### config.mk
export PLATFORM = sky130hd
export DESIGN_NAME = multi_channel_led_blinker
export DESIGN_NICKNAME = d
export VERILOG_FILES = /design/src/sv/mclb_pkg.sv /design/src/sv/multi_channel_led_blinker.sv
export SDC_FILE = /design/constraint.sdc
export NUM_CORES = 2
export LEC_CHECK = 0
export ABC_AREA = 0
export ABC_CLOCK_PERIOD_IN_PS = 6400
export BUFFER_PORTS_ARGS = -buffer_cell sky130_fd_sc_hd__buf_4
export CAP_MARGIN = 20
export CORE_AREA = 2 2 310 312
export DETAILED_ROUTE_END_ITERATION = 6
export DIE_AREA = 0 0 312 314
export GPL_ROUTABILITY_DRIVEN = 0
export GPL_TIMING_DRIVEN = 1
export HOLD_SLACK_MARGIN = 0.05
export PLACE_DENSITY = 0.68
export SYNTH_ARGS = -nofsm -noshare
export SYNTH_HDL_FRONTEND = slang
export SYNTH_SLANG_ARGS = --single-unit
### constraint.sdc
create_clock -name i_clk -period 6.4 [get_ports i_clk]
set_clock_uncertainty 0.2 [all_clocks]
set_input_delay 0.32 -clock i_clk [delete_from_list [all_inputs] [get_ports i_clk]]
set_output_delay 0.32 -clock i_clk [all_outputs]
set_load 0.02 [all_outputs]
### src/sv/mclb_pkg.sv
// Package for the multi-channel LED blinker: sizes, command codes, state encoding.
package mclb_pkg;

    localparam int CHANNELS  = 8;
    localparam int CH_W      = (CHANNELS > 1) ? $clog2(CHANNELS) : 1;
    localparam int MASK_W    = (CHANNELS < 8) ? CHANNELS : 8;

    localparam int CMD_W     = 3;
    localparam int CHAN_IN_W = 8;
    localparam int COUNT_W   = 32;
    localparam int TIME_W    = 32;
    localparam int SPAN_W    = 16;
    localparam int PER_W     = SPAN_W + 1;

    localparam int DIV_STEPS = TIME_W;
    localparam int STEP_W    = $clog2(DIV_STEPS);

    // start-all defaults
    localparam logic [COUNT_W-1:0] ALL_COUNT = COUNT_W'(100);
    localparam logic [SPAN_W-1:0]  ALL_ON    = SPAN_W'(10000);
    localparam logic [SPAN_W-1:0]  ALL_OFF   = SPAN_W'(0);

    localparam logic [CMD_W-1:0] CMD_START_ONE = 3'd0;
    localparam logic [CMD_W-1:0] CMD_START_ALL = 3'd1;
    localparam logic [CMD_W-1:0] CMD_STOP_ONE  = 3'd2;
    localparam logic [CMD_W-1:0] CMD_STOP_ALL  = 3'd3;
    localparam logic [CMD_W-1:0] CMD_REFRESH   = 3'd4;

    typedef enum logic [4:0] {
        S_IDLE   = 5'b00001,
        S_SCAN   = 5'b00010,
        S_DIV    = 5'b00100,
        S_FIN    = 5'b01000,
        S_REPORT = 5'b10000
    } t_state;

    typedef logic [CHANNELS-1:0] t_chan_bits;

endpackage

### src/sv/multi_channel_led_blinker.sv
// Multi-channel LED blinker: command decode, per-channel state, shared divider sequencer.
//
//  channel | direction | ports                                         | handshake
//  --------+-----------+-----------------------------------------------+----------------------
//  command | in        | i_command i_channel i_blink_count i_on_time   | start high, busy low
//          |           | i_off_time i_now                              |
//  result  | out       | o_led_mask o_active_mask o_status             | o_strobe, one cycle
//
//  Start, stop and unknown commands pass from acceptance through S_REPORT to the
//  registered o_strobe. Refresh walks the channels in turn through one shared
//  restoring divider (one quotient bit a cycle): an idle channel passes S_SCAN only,
//  an active one S_SCAN, S_DIV and S_FIN, and the walk ends in S_REPORT.
//  busy is high from acceptance until the result word is shown; the receiver
//  cannot stall, so o_strobe lasts exactly one cycle. Synchronous reset clears
//  all channels to idle and dark.
module multi_channel_led_blinker (
    input  logic                                i_clk,
    input  logic                                i_rst_n,
    input  logic                                start,
    output logic                                busy,
    input  logic [mclb_pkg::CMD_W-1:0]          i_command,
    input  logic [mclb_pkg::CHAN_IN_W-1:0]      i_channel,
    input  logic [mclb_pkg::COUNT_W-1:0]        i_blink_count,
    input  logic [mclb_pkg::SPAN_W-1:0]         i_on_time,
    input  logic [mclb_pkg::SPAN_W-1:0]         i_off_time,
    input  logic [mclb_pkg::TIME_W-1:0]         i_now,
    output logic                                o_strobe,
    output logic [7:0]                          o_led_mask,
    output logic [7:0]                          o_active_mask,
    output logic                                o_status
);

    // control state
    mclb_pkg::t_state                 r_state,  n_state;
    mclb_pkg::t_chan_bits             r_active, n_active;
    mclb_pkg::t_chan_bits             r_lit,    n_lit;
    logic                             r_strobe, n_strobe;
    logic [mclb_pkg::CH_W-1:0]        r_chan,   n_chan;
    logic [mclb_pkg::STEP_W-1:0]      r_step,   n_step;

    // per-channel settings (only read while the channel is active)
    logic [mclb_pkg::COUNT_W-1:0]     r_count [mclb_pkg::CHANNELS];
    logic [mclb_pkg::COUNT_W-1:0]     n_count [mclb_pkg::CHANNELS];
    logic [mclb_pkg::SPAN_W-1:0]      r_span  [mclb_pkg::CHANNELS];
    logic [mclb_pkg::SPAN_W-1:0]      n_span  [mclb_pkg::CHANNELS];
    logic [mclb_pkg::PER_W-1:0]       r_per   [mclb_pkg::CHANNELS];
    logic [mclb_pkg::PER_W-1:0]       n_per   [mclb_pkg::CHANNELS];
    logic [mclb_pkg::TIME_W-1:0]      r_stamp [mclb_pkg::CHANNELS];
    logic [mclb_pkg::TIME_W-1:0]      n_stamp [mclb_pkg::CHANNELS];

    // divider and result payload
    logic [mclb_pkg::TIME_W-1:0]      r_now,     n_now;
    logic [mclb_pkg::TIME_W-1:0]      r_quo,     n_quo;
    logic [mclb_pkg::PER_W-1:0]       r_rem,     n_rem;
    logic [mclb_pkg::PER_W-1:0]       r_div_per, n_div_per;
    logic                             r_status,  n_status;
    logic [7:0]                       r_led,     n_led;
    logic [7:0]                       r_act,     n_act;

    logic                             accept;
    logic                             last_chan;
    logic [mclb_pkg::CH_W-1:0]        ch_idx;
    logic                             ch_ok;
    logic [mclb_pkg::PER_W:0]         rem_sh;
    logic [mclb_pkg::PER_W:0]         rem_diff;
    logic                             rem_ge;

    assign busy      = (r_state != mclb_pkg::S_IDLE);
    assign accept    = start && !busy;
    assign last_chan = (r_chan == mclb_pkg::CH_W'(mclb_pkg::CHANNELS - 1));
    assign ch_ok     = (32'(i_channel) < 32'(mclb_pkg::CHANNELS));
    assign ch_idx    = i_channel[mclb_pkg::CH_W-1:0];

    // one restoring-division step: bring in the next dividend bit, trial subtract
    assign rem_sh   = {r_rem, r_quo[mclb_pkg::TIME_W-1]};
    assign rem_diff = rem_sh - {1'b0, r_div_per};
    assign rem_ge   = (rem_sh >= {1'b0, r_div_per});

    always_comb begin
        n_state   = r_state;
        n_active  = r_active;
        n_lit     = r_lit;
        n_strobe  = 1'b0;
        n_chan    = r_chan;
        n_step    = r_step;
        n_count   = r_count;
        n_span    = r_span;
        n_per     = r_per;
        n_stamp   = r_stamp;
        n_now     = r_now;
        n_quo     = r_quo;
        n_rem     = r_rem;
        n_div_per = r_div_per;
        n_status  = r_status;
        n_led     = r_led;
        n_act     = r_act;

        case (r_state)
            mclb_pkg::S_IDLE: begin
                if (accept) begin
                    n_status = 1'b0;
                    n_now    = i_now;
                    n_state  = mclb_pkg::S_REPORT;
                    case (i_command)
                        mclb_pkg::CMD_START_ONE: begin
                            if (!ch_ok || r_active[ch_idx] ||
                                i_blink_count == '0 || i_on_time == '0) begin
                                n_status = 1'b1;
                            end else begin
                                n_count[ch_idx]  = i_blink_count;
                                n_span[ch_idx]   = i_on_time;
                                n_per[ch_idx]    = {1'b0, i_on_time} + {1'b0, i_off_time};
                                n_stamp[ch_idx]  = i_now;
                                n_active[ch_idx] = 1'b1;
                                n_lit[ch_idx]    = 1'b1;
                            end
                        end
                        mclb_pkg::CMD_START_ALL: begin
                            for (int c = 0; c < mclb_pkg::CHANNELS; c++) begin
                                if (!r_active[c]) begin
                                    n_count[c]  = mclb_pkg::ALL_COUNT;
                                    n_span[c]   = mclb_pkg::ALL_ON;
                                    n_per[c]    = {1'b0, mclb_pkg::ALL_ON}
                                                + {1'b0, mclb_pkg::ALL_OFF};
                                    n_stamp[c]  = i_now;
                                    n_active[c] = 1'b1;
                                    n_lit[c]    = 1'b1;
                                end
                            end
                        end
                        mclb_pkg::CMD_STOP_ONE: begin
                            if (ch_ok) begin
                                n_active[ch_idx] = 1'b0;
                                n_lit[ch_idx]    = 1'b0;
                            end else begin
                                n_status = 1'b1;
                            end
                        end
                        mclb_pkg::CMD_STOP_ALL: begin
                            n_active = '0;
                            n_lit    = '0;
                        end
                        mclb_pkg::CMD_REFRESH: begin
                            n_chan  = '0;
                            n_state = mclb_pkg::S_SCAN;
                        end
                        default: begin
                            n_status = 1'b1;
                        end
                    endcase
                end
            end

            mclb_pkg::S_SCAN: begin
                if (r_active[r_chan]) begin
                    n_quo     = r_now - r_stamp[r_chan];
                    n_rem     = '0;
                    n_div_per = (r_per[r_chan] == '0) ? mclb_pkg::PER_W'(1) : r_per[r_chan];
                    n_step    = '0;
                    n_state   = mclb_pkg::S_DIV;
                end else if (last_chan) begin
                    n_state = mclb_pkg::S_REPORT;
                end else begin
                    n_chan = r_chan + 1'b1;
                end
            end

            mclb_pkg::S_DIV: begin
                // quotient bits shift into the dividend register from the bottom
                n_quo = {r_quo[mclb_pkg::TIME_W-2:0], rem_ge};
                n_rem = rem_ge ? rem_diff[mclb_pkg::PER_W-1:0] : rem_sh[mclb_pkg::PER_W-1:0];
                n_step = r_step + 1'b1;
                if (r_step == mclb_pkg::STEP_W'(mclb_pkg::DIV_STEPS - 1)) begin
                    n_state = mclb_pkg::S_FIN;
                end
            end

            mclb_pkg::S_FIN: begin
                n_lit[r_chan] = (r_rem < {1'b0, r_span[r_chan]});
                if (r_quo >= r_count[r_chan]) begin
                    n_active[r_chan] = 1'b0;
                    n_lit[r_chan]    = 1'b0;
                end
                if (last_chan) begin
                    n_state = mclb_pkg::S_REPORT;
                end else begin
                    n_chan  = r_chan + 1'b1;
                    n_state = mclb_pkg::S_SCAN;
                end
            end

            mclb_pkg::S_REPORT: begin
                n_led    = 8'(r_lit[mclb_pkg::MASK_W-1:0]);
                n_act    = 8'(r_active[mclb_pkg::MASK_W-1:0]);
                n_strobe = 1'b1;
                n_state  = mclb_pkg::S_IDLE;
            end

            default: begin
                n_state = mclb_pkg::S_IDLE;
            end
        endcase
    end

    always_ff @(posedge i_clk) begin
        if (!i_rst_n) begin
            r_state  <= mclb_pkg::S_IDLE;
            r_active <= '0;
            r_lit    <= '0;
            r_strobe <= 1'b0;
            r_chan   <= '0;
            r_step   <= '0;
        end else begin
            r_state  <= n_state;
            r_active <= n_active;
            r_lit    <= n_lit;
            r_strobe <= n_strobe;
            r_chan   <= n_chan;
            r_step   <= n_step;
        end
    end

    always_ff @(posedge i_clk) begin
        r_count   <= n_count;
        r_span    <= n_span;
        r_per     <= n_per;
        r_stamp   <= n_stamp;
        r_now     <= n_now;
        r_quo     <= n_quo;
        r_rem     <= n_rem;
        r_div_per <= n_div_per;
        r_status  <= n_status;
        r_led     <= n_led;
        r_act     <= n_act;
    end

    assign o_strobe      = r_strobe;
    assign o_led_mask    = r_led;
    assign o_active_mask = r_act;
    assign o_status      = r_status;

    // a word is only shown straight after the report cycle
    a_strobe_after_report: assert property (@(posedge i_clk) disable iff (!i_rst_n)
        o_strobe |-> $past(r_state == mclb_pkg::S_REPORT))
        else $error("result strobe without report cycle");

    // refresh always starts the channel walk
    a_refresh_scans: assert property (@(posedge i_clk) disable iff (!i_rst_n)
        (accept && i_command == mclb_pkg::CMD_REFRESH) |=> (r_state == mclb_pkg::S_SCAN))
        else $error("refresh did not start the channel walk");

    // an idle channel is never lit
    a_lit_needs_active: assert property (@(posedge i_clk) disable iff (!i_rst_n)
        (r_lit & ~r_active) == '0)
        else $error("LED lit on an idle channel");

    // the partial remainder stays below the divisor throughout the division
    a_rem_bound: assert property (@(posedge i_clk) disable iff (!i_rst_n)
        (r_state == mclb_pkg::S_DIV || r_state == mclb_pkg::S_FIN) |-> (r_rem < r_div_per))
        else $error("divider remainder out of range");

    // the block is ready again when the word is shown
    a_strobe_idle: assert property (@(posedge i_clk) disable iff (!i_rst_n)
        o_strobe |-> !busy)
        else $error("busy while result word shown");

endmodule
==> metrics.txt <==
# TYPE chip_impl_metric gauge
chip_impl_metric{name="clk_transition_reported_paths",unit="ps"} 60
chip_impl_metric{name="timing.critical_path.required",unit="ps"} 6830
chip_impl_metric{name="max_slew_vio_count",unit=""} 0
chip_impl_metric{name="layout_min_cycle_time",unit="ps"} 5980
chip_impl_metric{name="timing.critical_path.slowest_cell_delay",unit="ps"} 1000
chip_impl_metric{name="grt_first_pass_wirelength",unit="mm"} 232
chip_impl_metric{name="fin_hold_ws",unit="ps"} 94.2
chip_impl_metric{name="postRouteAntennaNets",unit=""} 0
chip_impl_metric{name="flip_flop_and_latch_area",unit="mm^2"} 0.0274
chip_impl_metric{name="power.density_cell_area",unit="mW/mm^2"} 284
chip_impl_metric{name="max_cap_viol",unit=""} 0
chip_impl_metric{name="highest_attainable_clock_frequency",unit="GHz"} 0.167
chip_impl_info{name="crit_path_top_delay_cell",value="sky130_fd_sc_hd__dfxtp_1"} 1
chip_impl_metric{name="clock_sink_total",unit=""} 921
chip_impl_metric{name="floorplan.die.height",unit="um"} 314
chip_impl_metric{name="die_w",unit="um"} 312
chip_impl_info{name="outcome",value="finished clean"} 1
chip_impl_metric{name="clock_latency_reported_for_the_late_side_of_the_worst_skew_pair",unit="ps"} 690
chip_impl_metric{name="first_pass_iters",unit=""} 6
chip_impl_metric{name="cell_count_after_synthesis",unit=""} 4514
chip_impl_info{name="netlist.top_cell.by_area",value="sky130_fd_sc_hd__edfxtp_1"} 1
chip_impl_metric{name="top_level_ports",unit=""} 129
chip_impl_metric{name="dp_worst_setup_slack",unit="ps"} 728
chip_impl_info{name="ys_top_cells_by_area",value="sky130_fd_sc_hd__edfxtp_1 (57%), sky130_fd_sc_hd__nand2_1 (8.5%), sky130_fd_sc_hd__a21oi_1 (5.9%), sky130_fd_sc_hd__a22oi_1 (5.9%), sky130_fd_sc_hd__and2_1 (3.5%)"} 1
chip_impl_metric{name="path_max_fanout",unit=""} 82
chip_impl_metric{name="setup_violations_final",unit=""} 0
chip_impl_metric{name="setup_fix_bufs_post_cts",unit=""} 0
chip_impl_metric{name="detailedRoute.firstIterationViolations",unit=""} 5470
chip_impl_metric{name="place_inst",unit=""} 5620
chip_impl_info{name="synthFlopType",value="sky130_fd_sc_hd__edfxtp_1"} 1
chip_impl_metric{name="layout-area-overhead-vs-synth",unit="%"} 13.5
chip_impl_metric{name="final_nets",unit=""} 4770
chip_impl_metric{name="grtUsageTotal",unit=""} 0.311
chip_impl_metric{name="area_share_of_the_largest_cell_type_after_synthesis",unit=""} 0.570
chip_impl_metric{name="clock_tree.buffer_depth",unit=""} 3
chip_impl_metric{name="multi_input_comb_area",unit="mm^2"} 0.0183
chip_impl_metric{name="design.die.area",unit="mm^2"} 0.0980
chip_impl_metric{name="drt_drc_violations_left",unit=""} 0
chip_impl_metric{name="ys_types",unit=""} 77
chip_impl_metric{name="core_area",unit="mm^2"} 0.0944
chip_impl_metric{name="vias_in_the_first_global_route",unit=""} 36500
chip_impl_metric{name="cts_htree_levels",unit=""} 3
chip_impl_metric{name="max_slew.worst_pin.slew",unit="ps"} 1240
chip_impl_metric{name="cp_data_arrival_time",unit="ps"} 6410
chip_impl_info{name="rsz0062_at_grt",value="no"} 1
chip_impl_info{name="setup.worst_path.start_class",value="flop"} 1
chip_impl_metric{name="antenna_violations_before_repair",unit=""} 9
chip_impl_metric{name="layout_setup_ws",unit="ps"} 419
chip_impl_metric{name="ys_seq_elements",unit=""} 921
chip_impl_metric{name="io_buffers",unit=""} 128
chip_impl_metric{name="share_of_post_route_cells_with_drive_strength_above_1",unit=""} 0.0908
chip_impl_metric{name="post-route-period-util",unit=""} 0.935
chip_impl_metric{name="grt_remaining_overflow",unit=""} 0
chip_impl_metric{name="relative_slew_margins",unit=""} 0.171
chip_impl_info{name="cts_root_buffer",value="sky130_fd_sc_hd__clkbuf_16"} 1
chip_impl_metric{name="setup-tns-final",unit="ps"} 0
chip_impl_info{name="worstSetupEndpointType",value="flop"} 1
chip_impl_metric{name="ys_async_sr_fraction",unit=""} 0
chip_impl_metric{name="synth.yosys.warnings",unit=""} 0
chip_impl_metric{name="synth-edff-count",unit=""} 891
chip_impl_metric{name="synth_area_per_cell",unit="um^2"} 10.4
chip_impl_metric{name="grt_max_degree",unit=""} 129
chip_impl_metric{name="hold_viol",unit=""} 0
chip_impl_info{name="cts_tree",value="yes"} 1
chip_impl_metric{name="postLayoutCoreUtil",unit=""} 0.564
chip_impl_info{name="critical_path.cell_chain",value="nor2b_1, nor2b_4, buf_12, a22oi_1, and4_1, ha_1, a21o_1, a21o_1, a221oi_1, nand2_1, a21o_1, a221oi_1, o211ai_1, o31ai_1, o311a_1"} 1
chip_impl_metric{name="worst_case_vdd_ir_drop",unit="mV"} 0.245
chip_impl_metric{name="critPathBufInv",unit=""} 1
chip_impl_metric{name="routed_via_density",unit=""} 6.44
chip_impl_info{name="path_class",value="flop to flop"} 1
chip_impl_info{name="critical-path-top-delay-family",value="compound AO/OA/AOI/OAI gates"} 1
chip_impl_metric{name="tritoncts.num_buffers",unit=""} 97
chip_impl_info{name="critical_path.most_common_cell",value="sky130_fd_sc_hd__a21o_1"} 1
chip_impl_metric{name="total_half_perimeter_wirelength_after_legalization_and_detailed_placement",unit="mm"} 87.7
chip_impl_metric{name="fin_cells",unit=""} 5896
chip_impl_metric{name="effective_utilization_at_floorplan",unit=""} 0.497
chip_impl_metric{name="routedWlPerCell",unit="um"} 26.4
chip_impl_metric{name="portion_of_the_post_synthesis_area_used_by_sequential_elements",unit=""} 0.583
chip_impl_info{name="hold_class",value="input pin to flop"} 1
chip_impl_metric{name="syn_nets",unit=""} 4742
chip_impl_metric{name="synth.cell_area",unit="mm^2"} 0.0470
chip_impl_metric{name="num-fill-cells",unit=""} 8011
chip_impl_metric{name="static-leakage-power",unit="nW"} 18.8
chip_impl_metric{name="routed-via-count",unit=""} 38000
chip_impl_metric{name="drt-total-wl",unit="mm"} 155
chip_impl_metric{name="rows",unit=""} 113
path summary, 6_finish.rpt:
check                          endpoint  slack, ps                   start  cells past startpoint
max               r_lit[3]$_SDFFE_PN0P_        420  r_chan[2]$_SDFFE_PN0P_                     15
min          r_count[153]$_SDFFCE_PP0P_         90            i_channel[2]                      4
max reg2reg       r_lit[3]$_SDFFE_PN0P_        420  r_chan[2]$_SDFFE_PN0P_                     15
min reg2reg      r_step[4]$_SDFFE_PN0P_        290  r_step[4]$_SDFFE_PN0P_                      2
placed cells by master (no fill, tap or decap), types with 11 or more instances in the layout:
cell type / n
sky130_fd_sc_hd__o21a_1: 12
sky130_fd_sc_hd__o31ai_1: 17
sky130_fd_sc_hd__clkinv_2: 18
sky130_fd_sc_hd__nor4_1: 20
sky130_fd_sc_hd__nand2b_1: 21
sky130_fd_sc_hd__and4_1: 67
sky130_fd_sc_hd__mux2i_1: 17
sky130_fd_sc_hd__a211oi_1: 11
sky130_fd_sc_hd__a21o_1: 36
sky130_fd_sc_hd__buf_12: 12
sky130_fd_sc_hd__and2_1: 261
sky130_fd_sc_hd__o211ai_1: 31
sky130_fd_sc_hd__ha_1: 115
sky130_fd_sc_hd__dlygate4sd3_1: 87
sky130_fd_sc_hd__o21ai_0: 87
sky130_fd_sc_hd__clkbuf_1: 19
sky130_fd_sc_hd__xnor2_1: 33
sky130_fd_sc_hd__nand4_1: 40
sky130_fd_sc_hd__buf_4: 202
sky130_fd_sc_hd__a221oi_1: 14
sky130_fd_sc_hd__a21oi_1: 551
sky130_fd_sc_hd__edfxtp_1: 891
sky130_fd_sc_hd__a22oi_1: 367
sky130_fd_sc_hd__inv_1: 42
sky130_fd_sc_hd__nor2_4: 14
sky130_fd_sc_hd__a22o_1: 12
sky130_fd_sc_hd__and3_1: 19
sky130_fd_sc_hd__dfxtp_1: 30
sky130_fd_sc_hd__nand3_1: 87
sky130_fd_sc_hd__nor3_1: 20
sky130_fd_sc_hd__clkinv_1: 21
sky130_fd_sc_hd__xor2_1: 21
sky130_fd_sc_hd__clkbuf_16: 98
sky130_fd_sc_hd__nor2_1: 113
sky130_fd_sc_hd__nor2b_1: 14
sky130_fd_sc_hd__nand2_1: 1058
metrics by stage:
stage                     power, W  area (um^2)
final                       0.0151        53300
after global routing        0.0156        53300
after global placement     0.00931        49100
after CTS                   0.0151        53300
after detailed placement   0.00936        49200
after floorplan            0.00861        47000
repair_timing:
action | CTS | global route
hold buffers | 87 | 0
gates resized for setup | 0 | 0
endpoints found under the hold margin | 696 | 0
endpoints found under the setup margin | 0 | 0
sequential cells by signal, indices dropped and copies added, names as in the netlist, named ones only:
signal	cells
o_strobe	1
r_stamp	256
r_per	136
r_div_per	17
r_active	8
o_status	1
r_span	128
r_count	256
r_quo	32
o_active_mask	8
r_now	32
r_rem	17
r_chan	3
r_state	5
r_step	5
o_led_mask	8
r_lit	7
cells in the mapped netlist, drive strengths merged, types with 3 or more instances:
| library cell | n |
|---|---|
| a2111oi | 5 |
| a211oi | 11 |
| a21o | 36 |
| a21oi | 557 |
| a221o | 4 |
| a221oi | 15 |
| a22o | 12 |
| a22oi | 367 |
| a31oi | 8 |
| and2 | 265 |
| and3 | 22 |
| and4 | 67 |
| buf | 41 |
| clkbuf | 332 |
| dfxtp | 30 |
| edfxtp | 891 |
| fa | 3 |
| ha | 115 |
| inv | 43 |
| mux2i | 17 |
| nand2 | 1066 |
| nand2b | 22 |
| nand3 | 88 |
| nand3b | 4 |
| nand4 | 40 |
| nor2 | 127 |
| nor2b | 16 |
| nor3 | 22 |
| nor3b | 5 |
| nor4 | 20 |
| o211ai | 31 |
| o21a | 12 |
| o21ai | 89 |
| o21bai | 5 |
| o22a | 4 |
| o311a | 4 |
| o31a | 5 |
| o31ai | 18 |
| or2 | 3 |
| or3 | 4 |
| or4 | 5 |
| xnor2 | 33 |
| xor2 | 21 |
tightest hold or removal path, delay by kind of cell:
family	cells	cell delay [ps]
AND/OR/NAND/NOR	2	190
AO/OA/AOI/OAI	1	50
buffers and inverters	1	250
per-layer routing:
layer,global-route usage,vias up,wire (um)
met3,0.0666,431,19300
met1,0.438,18200,61100
li1,-,16600,-
met5,0,-,53
met2,0.476,2706,69200
met4,0.114,10,5780
cell families after synthesis:
family | count (synthesis) | share of synthesized area
flip-flops | 921 | 0.583
multiplexers | 19 | 0.00410
buffers and inverters | 416 | 0.0342
AO/OA/AOI/OAI | 1203 | 0.161
AND/OR/NAND/NOR | 1783 | 0.176
XOR/XNOR | 54 | 0.0101
adder cells (fa/ha/maj) | 118 | 0.0319
final cells by class:
type | count | share of cell area
Antenna cell | 5 | 0.000235
Clock buffer | 121 | 0.0484
Clock inverter | 62 | 0.0122
Inverter | 43 | 0.00303
Multi-Input combinational cell | 3177 | 0.343
Sequential cell | 921 | 0.514
Tap cell | 1265 | 0.0297
Timing Repair Buffer | 302 | 0.0494
power breakdown:
part | internal (W) | leakage (nW) | switching (W) | total [W]
Clock | 0.00328 | 1.57 | 0.00251 | 0.00580
Sequential | 0.00702 | 8.34 | 0.000136 | 0.00715
Combinational | 0.000746 | 8.91 | 0.00144 | 0.00219
No activity file was read; power rests on OpenSTA's default activity.
